**src/qsu_pkg.sv**
```systemverilog
// ----------------------------------------------------------------------------
// qsu_pkg
// Shared types and constants for the quoted string unescape decoder.
// ----------------------------------------------------------------------------
package qsu_pkg;

  // Input item: one character or the end marker
  typedef struct packed {
    logic [7:0] in_byte;
    logic       end_marker;
  } in_item_t;

  // Output item: a decoded byte or the closing status of a string
  typedef struct packed {
    logic [7:0] out_byte;
    logic       byte_valid;
    logic       status_valid;
    logic [1:0] status;
    logic       last;
  } out_item_t;

  // One result without its last flag
  typedef struct packed {
    logic [7:0] out_byte;
    logic       byte_valid;
    logic       status_valid;
    logic [1:0] status;
  } res_t;

  // Queue entry: results of one input item (one or two)
  typedef struct packed {
    logic two;
    res_t r0;
    res_t r1;
  } cmd_t;

  // Queue fill flags seen by the top level
  typedef struct packed {
    logic full;
    logic empty;
  } fifo_stat_t;

  // Parser phases
  typedef enum logic [2:0] {
    PH_START  = 3'd0,
    PH_BODY   = 3'd1,
    PH_ESC    = 3'd2,
    PH_OCT    = 3'd3,
    PH_CLOSED = 3'd4,
    PH_TRAIL  = 3'd5,
    PH_BAD    = 3'd6
  } phase_t;

  // Status codes
  localparam logic [1:0] ST_OK       = 2'd0;
  localparam logic [1:0] ST_NO_QUOTE = 2'd1;
  localparam logic [1:0] ST_UNCLOSED = 2'd2;
  localparam logic [1:0] ST_TRAILING = 2'd3;

  // Queue geometry
  localparam int QDEPTH = 4;
  localparam int QAW    = $clog2(QDEPTH);

endpackage

```
**src/qsu_front.sv**
```systemverilog
// ----------------------------------------------------------------------------
// qsu_front
// Accepts input items, runs the quote/escape parser and pushes the results
// of each item that yields any as one command into the queue.
// ----------------------------------------------------------------------------
module qsu_front (
  input  logic             clk,
  input  logic             rst,
  input  logic             in_valid,
  output logic             in_ready,
  input  qsu_pkg::in_item_t in_item,
  input  logic             q_full,
  output logic             push,
  output qsu_pkg::cmd_t    cmd
);
  import qsu_pkg::*;

  localparam logic [7:0] CH_DQUOTE = 8'h22;
  localparam logic [7:0] CH_SQUOTE = 8'h27;
  localparam logic [7:0] CH_BSLASH = 8'h5C;
  localparam logic [7:0] CH_ZERO   = 8'h30;
  localparam logic [7:0] CH_SEVEN  = 8'h37;
  localparam logic [7:0] CH_N      = 8'h6E;
  localparam logic [7:0] CH_R      = 8'h72;
  localparam logic [7:0] CH_T      = 8'h74;
  localparam logic [7:0] CH_B      = 8'h62;
  localparam logic [7:0] CH_F      = 8'h66;
  localparam logic [7:0] CH_V      = 8'h76;

  // Map of single-letter escapes; anything else stands for itself
  function automatic logic [7:0] esc_map(input logic [7:0] c);
    logic [7:0] v;
    case (c)
      CH_N:    v = 8'h0A;
      CH_R:    v = 8'h0D;
      CH_T:    v = 8'h09;
      CH_B:    v = 8'h08;
      CH_F:    v = 8'h0C;
      CH_V:    v = 8'h0B;
      default: v = c;
    endcase
    return v;
  endfunction

  function automatic res_t byte_res(input logic [7:0] b);
    res_t r;
    r = '0;
    r.out_byte   = b;
    r.byte_valid = 1'b1;
    return r;
  endfunction

  function automatic res_t stat_res(input logic [1:0] s);
    res_t r;
    r = '0;
    r.status_valid = 1'b1;
    r.status       = s;
    return r;
  endfunction

  phase_t     phase, phase_next;
  logic [7:0] quote_char, quote_char_next;
  logic [8:0] octal_value, octal_value_next;
  logic [1:0] octal_digits, octal_digits_next;

  logic [7:0] c;
  logic       fire;
  logic       is_oct;
  logic       is_quote;
  logic       is_bs;
  logic [8:0] oct_shift;
  logic       emit;

  assign in_ready = !q_full;
  assign fire     = in_valid && in_ready;
  assign c        = in_item.in_byte;
  assign is_oct   = (c >= CH_ZERO) && (c <= CH_SEVEN);
  assign is_quote = (c == quote_char);
  assign is_bs    = (c == CH_BSLASH);
  assign oct_shift = {octal_value[5:0], c[2:0]};
  assign push     = fire && emit;

  // Parser step for one item
  always_comb begin
    phase_next        = phase;
    quote_char_next   = quote_char;
    octal_value_next  = octal_value;
    octal_digits_next = octal_digits;
    emit              = 1'b0;
    cmd               = '0;
    if (in_item.end_marker) begin
      emit = 1'b1;
      unique case (phase)
        PH_START:  cmd.r0 = stat_res(ST_NO_QUOTE);
        PH_BODY:   cmd.r0 = stat_res(ST_UNCLOSED);
        PH_ESC:    cmd.r0 = stat_res(ST_UNCLOSED);
        PH_OCT: begin
          cmd.r0  = byte_res(octal_value[7:0]);
          cmd.r1  = stat_res(ST_UNCLOSED);
          cmd.two = 1'b1;
        end
        PH_CLOSED: cmd.r0 = stat_res(ST_OK);
        PH_TRAIL:  cmd.r0 = stat_res(ST_TRAILING);
        default:   cmd.r0 = stat_res(ST_NO_QUOTE);
      endcase
      phase_next        = PH_START;
      quote_char_next   = '0;
      octal_value_next  = '0;
      octal_digits_next = '0;
    end else begin
      unique case (phase)
        PH_START: begin
          if (c == CH_DQUOTE || c == CH_SQUOTE) begin
            quote_char_next = c;
            phase_next      = PH_BODY;
          end else begin
            phase_next = PH_BAD;
          end
        end
        PH_BODY: begin
          if (is_quote) begin
            phase_next = PH_CLOSED;
          end else if (is_bs) begin
            phase_next = PH_ESC;
          end else begin
            emit   = 1'b1;
            cmd.r0 = byte_res(c);
          end
        end
        PH_ESC: begin
          if (is_oct) begin
            octal_value_next  = {6'd0, c[2:0]};
            octal_digits_next = 2'd1;
            phase_next        = PH_OCT;
          end else begin
            emit       = 1'b1;
            cmd.r0     = byte_res(esc_map(c));
            phase_next = PH_BODY;
          end
        end
        PH_OCT: begin
          if (is_oct) begin
            if (octal_digits == 2'd2) begin
              // third digit closes the escape at once
              emit              = 1'b1;
              cmd.r0            = byte_res(oct_shift[7:0]);
              octal_value_next  = '0;
              octal_digits_next = '0;
              phase_next        = PH_BODY;
            end else begin
              octal_value_next  = oct_shift;
              octal_digits_next = octal_digits + 2'd1;
            end
          end else begin
            // escape ends early: flush the byte, then treat c as body text
            emit              = 1'b1;
            cmd.r0            = byte_res(octal_value[7:0]);
            octal_value_next  = '0;
            octal_digits_next = '0;
            if (is_quote) begin
              phase_next = PH_CLOSED;
            end else if (is_bs) begin
              phase_next = PH_ESC;
            end else begin
              cmd.r1     = byte_res(c);
              cmd.two    = 1'b1;
              phase_next = PH_BODY;
            end
          end
        end
        PH_CLOSED: phase_next = PH_TRAIL;
        PH_TRAIL:  phase_next = PH_TRAIL;
        default:   phase_next = PH_BAD;
      endcase
    end
  end

  // Parser state
  always_ff @(posedge clk) begin
    if (rst) begin
      phase        <= PH_START;
      quote_char   <= '0;
      octal_value  <= '0;
      octal_digits <= '0;
    end else if (fire) begin
      phase        <= phase_next;
      quote_char   <= quote_char_next;
      octal_value  <= octal_value_next;
      octal_digits <= octal_digits_next;
    end
  end

endmodule

```
**src/qsu_fifo.sv**
```systemverilog
// ----------------------------------------------------------------------------
// qsu_fifo
// Short command queue between the parser and the output stage.
// ----------------------------------------------------------------------------
module qsu_fifo (
  input  logic                clk,
  input  logic                rst,
  input  logic                push,
  input  qsu_pkg::cmd_t       wdata,
  input  logic                pop,
  output qsu_pkg::cmd_t       rdata,
  output qsu_pkg::fifo_stat_t stat
);
  import qsu_pkg::*;

  cmd_t           entries [QDEPTH];
  logic [QAW-1:0] wr_ptr;
  logic [QAW-1:0] rd_ptr;
  logic [QAW:0]   count;
  logic           do_push;
  logic           do_pop;

  assign stat.full  = (count == (QAW+1)'(QDEPTH));
  assign stat.empty = (count == '0);
  assign do_push    = push && !stat.full;
  assign do_pop     = pop && !stat.empty;
  assign rdata      = entries[rd_ptr];

  // Entry storage
  always_ff @(posedge clk) begin
    if (do_push) begin
      entries[wr_ptr] <= wdata;
    end
  end

  // Pointers and fill count
  always_ff @(posedge clk) begin
    if (rst) begin
      wr_ptr <= '0;
      rd_ptr <= '0;
      count  <= '0;
    end else begin
      if (do_push) begin
        wr_ptr <= wr_ptr + 1'b1;
      end
      if (do_pop) begin
        rd_ptr <= rd_ptr + 1'b1;
      end
      if (do_push && !do_pop) begin
        count <= count + 1'b1;
      end else if (do_pop && !do_push) begin
        count <= count - 1'b1;
      end
    end
  end

endmodule

```
**src/qsu_back.sv**
```systemverilog
// ----------------------------------------------------------------------------
// qsu_back
// Unpacks queued commands into single output items through an output
// register; a second result of a command waits in a hold register.
// ----------------------------------------------------------------------------
module qsu_back (
  input  logic                clk,
  input  logic                rst,
  input  qsu_pkg::cmd_t       cmd,
  input  logic                q_empty,
  output logic                pop,
  output logic                out_valid,
  input  logic                out_ready,
  output qsu_pkg::out_item_t  out_item
);
  import qsu_pkg::*;

  logic  load;
  logic  pend;
  res_t  pend_res;

  assign load = !out_valid || out_ready;
  assign pop  = load && !pend && !q_empty;

  // Hold flag and output valid
  always_ff @(posedge clk) begin
    if (rst) begin
      pend      <= 1'b0;
      out_valid <= 1'b0;
    end else if (load) begin
      if (pend) begin
        pend      <= 1'b0;
        out_valid <= 1'b1;
      end else if (!q_empty) begin
        pend      <= cmd.two;
        out_valid <= 1'b1;
      end else begin
        out_valid <= 1'b0;
      end
    end
  end

  // Output payload
  always_ff @(posedge clk) begin
    if (load) begin
      if (pend) begin
        out_item <= {pend_res, 1'b1};
      end else if (!q_empty) begin
        out_item <= {cmd.r0, !cmd.two};
        pend_res <= cmd.r1;
      end
    end
  end

endmodule

```
**src/quoted_string_unescape_decoder.sv**
```systemverilog
// ----------------------------------------------------------------------------
// quoted_string_unescape_decoder
// Decodes a quoted string with backslash escapes, one character per item,
// and reports a closing status at the end marker.
// ----------------------------------------------------------------------------
// Path: the first result of an item is registered in a queue entry and then
// in the output register.
// Throughput: one item per cycle while the queue is not full; an item that
// yields two results holds the single output register for both in turn, and the 4-entry queue absorbs it.
// Reset: synchronous; clears the parser phase, the queue and output valid.
module quoted_string_unescape_decoder (
  input  logic               clk,
  input  logic               rst,
  input  logic               in_valid,
  output logic               in_ready,
  input  qsu_pkg::in_item_t  in_item,
  output logic               out_valid,
  input  logic               out_ready,
  output qsu_pkg::out_item_t out_item
);
  import qsu_pkg::*;

  logic       push;
  logic       pop;
  cmd_t       wcmd;
  cmd_t       rcmd;
  fifo_stat_t qstat;

  // Parser
  qsu_front u_front (
    .clk      (clk),
    .rst      (rst),
    .in_valid (in_valid),
    .in_ready (in_ready),
    .in_item  (in_item),
    .q_full   (qstat.full),
    .push     (push),
    .cmd      (wcmd)
  );

  // Command queue
  qsu_fifo u_fifo (
    .clk   (clk),
    .rst   (rst),
    .push  (push),
    .wdata (wcmd),
    .pop   (pop),
    .rdata (rcmd),
    .stat  (qstat)
  );

  // Output stage
  qsu_back u_back (
    .clk       (clk),
    .rst       (rst),
    .cmd       (rcmd),
    .q_empty   (qstat.empty),
    .pop       (pop),
    .out_valid (out_valid),
    .out_ready (out_ready),
    .out_item  (out_item)
  );

`ifndef SYNTHESIS
  // A status item carries no byte and always ends its input item
  a_status_last: assert property (@(posedge clk) disable iff (rst)
    out_valid && out_item.status_valid |-> !out_item.byte_valid && out_item.last)
    else $error("status item with byte or without last");

  // A byte item carries a clear status field
  a_byte_clean: assert property (@(posedge clk) disable iff (rst)
    out_valid && !out_item.status_valid |-> out_item.byte_valid &&
      out_item.status == ST_OK)
    else $error("byte item with status bits set");

  // The queue is never full and empty at once
  a_queue_flags: assert property (@(posedge clk) disable iff (rst)
    !(qstat.full && qstat.empty))
    else $error("queue full and empty together");

  // No push is issued into a full queue
  a_no_overflow: assert property (@(posedge clk) disable iff (rst)
    qstat.full |-> !push)
    else $error("push into full queue");
`endif

endmodule

```
**config.mk**
```make
export PLATFORM = sky130hd
export DESIGN_NAME = quoted_string_unescape_decoder
export DESIGN_NICKNAME = d
export VERILOG_FILES = /design/src/qsu_pkg.sv /design/src/qsu_front.sv /design/src/qsu_fifo.sv /design/src/qsu_back.sv /design/src/quoted_string_unescape_decoder.sv
export SDC_FILE = /design/constraint.sdc
export NUM_CORES = 1
export LEC_CHECK = 0
export BUFFER_PORTS_ARGS = -buffer_cell sky130_fd_sc_hd__buf_2
export CAP_MARGIN = 30
export CORE_ASPECT_RATIO = 0.7
export CORE_MARGIN = 10
export CORE_UTILIZATION = 50
export DETAILED_ROUTE_END_ITERATION = 7
export PLACE_DENSITY = 0.67
export RECOVER_POWER = 100
export SYNTH_ARGS = -nofsm -noshare
export SYNTH_HDL_FRONTEND = slang
export SYNTH_SLANG_ARGS = --single-unit
```
**constraint.sdc**
```tcl
create_clock -name clk -period 7.2 [get_ports clk]
set_clock_uncertainty 0.2 [all_clocks]
set_input_delay 1.44 -clock clk [delete_from_list [all_inputs] [get_ports clk]]
set_output_delay 1.44 -clock clk [all_outputs]
set_load 0.03 [all_outputs]
```
==> flow_summary.json <==
{
  "rows": 34,
  "cts-root-buf": "clkbuf_16",
  "fin_crit_ps": 4714,
  "routed_via_density": 5.859,
  "cp-endpoint": "u_fifo.entries[0][13]",
  "power_frac_comb": 0.216,
  "seq_area_frac_synth": 0.6441,
  "synth_cell_types": 66,
  "start_kind": "input pin",
  "grt_max_degree": 27,
  "p_leak_uw": 0.002430,
  "diodes": 0,
  "r2r-start": "u_front.phase[1]",
  "violations": "capacitance limit, slew limit",
  "routabilityCongestion": 0.9057,
  "synth_enable_flop_cells": 115,
  "max_freq_mhz": 212.1,
  "synth_area_per_cell_sq_um": 14.19,
  "max-slew-margin-rel": -0.3131,
  "crit_fanout": 23,
  "yosys_warnings": 0,
  "syn_inst": 448,
  "hold_slack_ps": 276.7,
  "cts.sink_count": 147,
  "die_y_um": 114.3,
  "power_switching_uw": 734.7,
  "dieArea_sq_mm": 0.01769,
  "drc": 0,
  "async_flop_share": 0,
  "fin_util": 0.5759,
  "grt_pass1_wl_mm": 21.26,
  "track_usage": 0.1549,
  "ant_nets": 0,
  "post_cts_resized": 0,
  "place.port_buffers": 27,
  "htreeDepth": 4,
  "drt-initial-drc-count": 294,
  "dp_hpwl_mm": 9.119,
  "end_kind": "register",
  "arrival_ps": 4450,
  "synthToLayoutAreaGrowth_pct": 12.56,
  "p_int_uw": 1817,
  "tns_ps": 0,
  "r2r_setup_slack_ps": 3500,
  "reg2reg_to": "u_fifo.entries[0][13]",
  "fill_cells": 1004,
  "grt_pass1_vias": 3804,
  "synth_area_sq_mm": 0.006356,
  "vias": 3826,
  "final_common_cell": "edfxtp_1",
  "fin_nets": 497,
  "hold_class": "register to register",
  "fp.coreArea_sq_mm": 0.01242,
  "switching_share": 0.2879,
  "postCtsSetupRepairBufs": 0,
  "die_w_um": 154.8,
  "rr_worst_depth": 7,
  "drive_gt1_frac": 0.1527,
  "maxCapViolCount": 3,
  "peakVddDrop_mv": 0.3965,
  "tightest_slew_ps": 1970,
  "worstPathRequired_ps": 6930,
  "clock_power_share": 0.335,
  "drv_slew": 72,
  "start_util": 0.5117,
  "wire_per_inst_um": 20.30,
  "cts_tree": "done",
  "worstSetupPathType": "input pin to register",
  "finalCritPeriodShare": 0.6547,
  "final_hold_viol_count": 0,
  "ys.flop_type": "edfxtp_1",
  "worstSetupStartpoint": "in_item[5]",
  "powerDensity_mw_per_mm2": 356.7,
  "synth_fp_nets": 467,
  "rsz0062_at_grt": "false",
  "outcome": "finished, violations left",
  "clk_latency_ps": 410,
  "p_seq_frac": 0.449,
  "postCtsHoldBufs": 0,
  "grt_overflow": 0,
  "cts_buffers": 17,
  "layout_common_cells": "115 x edfxtp_1, 35 x nor2_1, 32 x dfxtp_1",
  "finalSetupViolCount": 0,
  "wl_mm": 13.26,
  "clkTransAtPathRegs_ps": 60,
  "firstDrtPassIters": 5,
  "synth-seq-cells": 147,
  "cts_max_path_buffers": 2,
  "antenna_found_initial": 0,
  "ios": 28
}
[power groups by stage]
stage          registers (uW)  clock network (uW)  logic, uW
3_3_place_gp             1150                   0        571
4_1_cts                  1140                 872        588
6_report                 1150                 855        550
2_1_floorplan            1220                   0        349
3_5_place_dp             1160                   0        585
5_1_grt                  1160                 907        603
[Yosys cell counts, types with 2 or more instances]
library cell / instances / share of area
edfxtp_1: 115 / 0.54
nor2_1: 34 / 0.020
dfxtp_1: 32 / 0.10
nand2_1: 27 / 0.016
mux4_2: 23 / 0.081
a21oi_1: 18 / 0.014
and2_1: 17 / 0.017
clkbuf_1: 13 / 0.0077
inv_1: 12 / 0.0071
xor2_1: 12 / 0.017
mux2_2: 9 / 0.016
buf_2: 8 / 0.0063
nand3_1: 8 / 0.0063
nor3_1: 7 / 0.0055
nor4_1: 7 / 0.0069
and3_1: 6 / 0.0059
nor2b_1: 6 / 0.0059
o21ai_0: 6 / 0.0047
a22oi_1: 5 / 0.0059
ha_1: 5 / 0.0098
mux2i_1: 5 / 0.0079
nand2b_1: 5 / 0.0049
o21a_1: 5 / 0.0059
o21ai_1: 5 / 0.0039
a31oi_1: 4 / 0.0039
or3_1: 3 / 0.0030
xnor2_1: 3 / 0.0041
buf_1: 2 / 0.0012
inv_2: 2 / 0.0012
nand4b_1: 2 / 0.0028
nor3b_1: 2 / 0.0024
o211ai_1: 2 / 0.0024
o21bai_1: 2 / 0.0024
o2bb2ai_1: 2 / 0.0028
or2_1: 2 / 0.0020
or3b_1: 2 / 0.0028
[kinds of logic after synthesis]
family	count (synthesis)	share of synthesized area
xor gates and xnor gates	15	0.02067
AOI/OAI and AO/OA	68	0.07737
DFF	147	0.6441
and+or+nand+nor	137	0.1144
adders and majority gates	6	0.01299
muxes	37	0.1053
buffers and inverters	38	0.02520
[worst min path at each step]
stage / slack [ps] / start / cells past startpoint / to
floorplan: 230 / u_front.octal_value[5] / 2 / u_front.octal_value[5]
global placement: 250 / u_front.octal_value[5] / 2 / u_front.octal_value[5]
global route: 300 / u_front.quote_char[6] / 1 / u_front.quote_char[6]
CTS: 270 / u_front.octal_value[5] / 2 / u_front.octal_value[5]
finish: 280 / u_front.octal_value[5] / 2 / u_front.octal_value[5]
detailed placement: 260 / u_front.octal_value[5] / 2 / u_front.octal_value[5]
[area by class of cell]
type,count,area (sq um),share of cell area
clock buffers,22,496.7,0.06943
flip-flops and latches,147,4094,0.5722
clock inverters,10,92.59,0.01294
repair buffers,35,143.9,0.02011
inverters,14,52.55,0.007345
multi-input cells,263,2072,0.2896
well taps,162,202.7,0.02833
[critical path, cell delays in order]
cell,delay (ps)
clkbuf_1,410
nand4bb_1,260
o21ai_0,760
a21oi_2,110
a21oi_1,410
clkinv_1,230
and2_0,210
clkbuf_1,590
[state kept, by name (all words and copies together), names as in the netlist, named ones only]
register / count
u_fifo.rd_ptr: 2
u_back.pend_res: 10
u_back.pend: 1
u_fifo.count: 3
u_front.quote_char: 8
u_back.out_valid: 1
u_fifo.entries: 92
u_fifo.wr_ptr: 2
u_front.octal_value: 8
u_front.octal_digits: 2
u_front.phase: 3
u_back.out_item: 13
[layer usage]
metal	track usage	wire length [um]	vias up
li1	-	-	1753
met1	0.2085	6206	1960
met2	0.2375	6222	102
met3	0.04992	715	11
met4	0.04206	113	0
met5	0	0	-
[through the flow]
step	instances	setup slack [ps]	area, sq um	total power [uW]
floorplan	448	3264	6356	1570
global placement	620	3091	6644	1724
detailed placement	621	3015	6651	1745
CTS	653	3436	7241	2604
global route	653	2245	7154	2669
finish	653	2486	7154	2552
No activity file was read; power rests on OpenSTA's default activity.
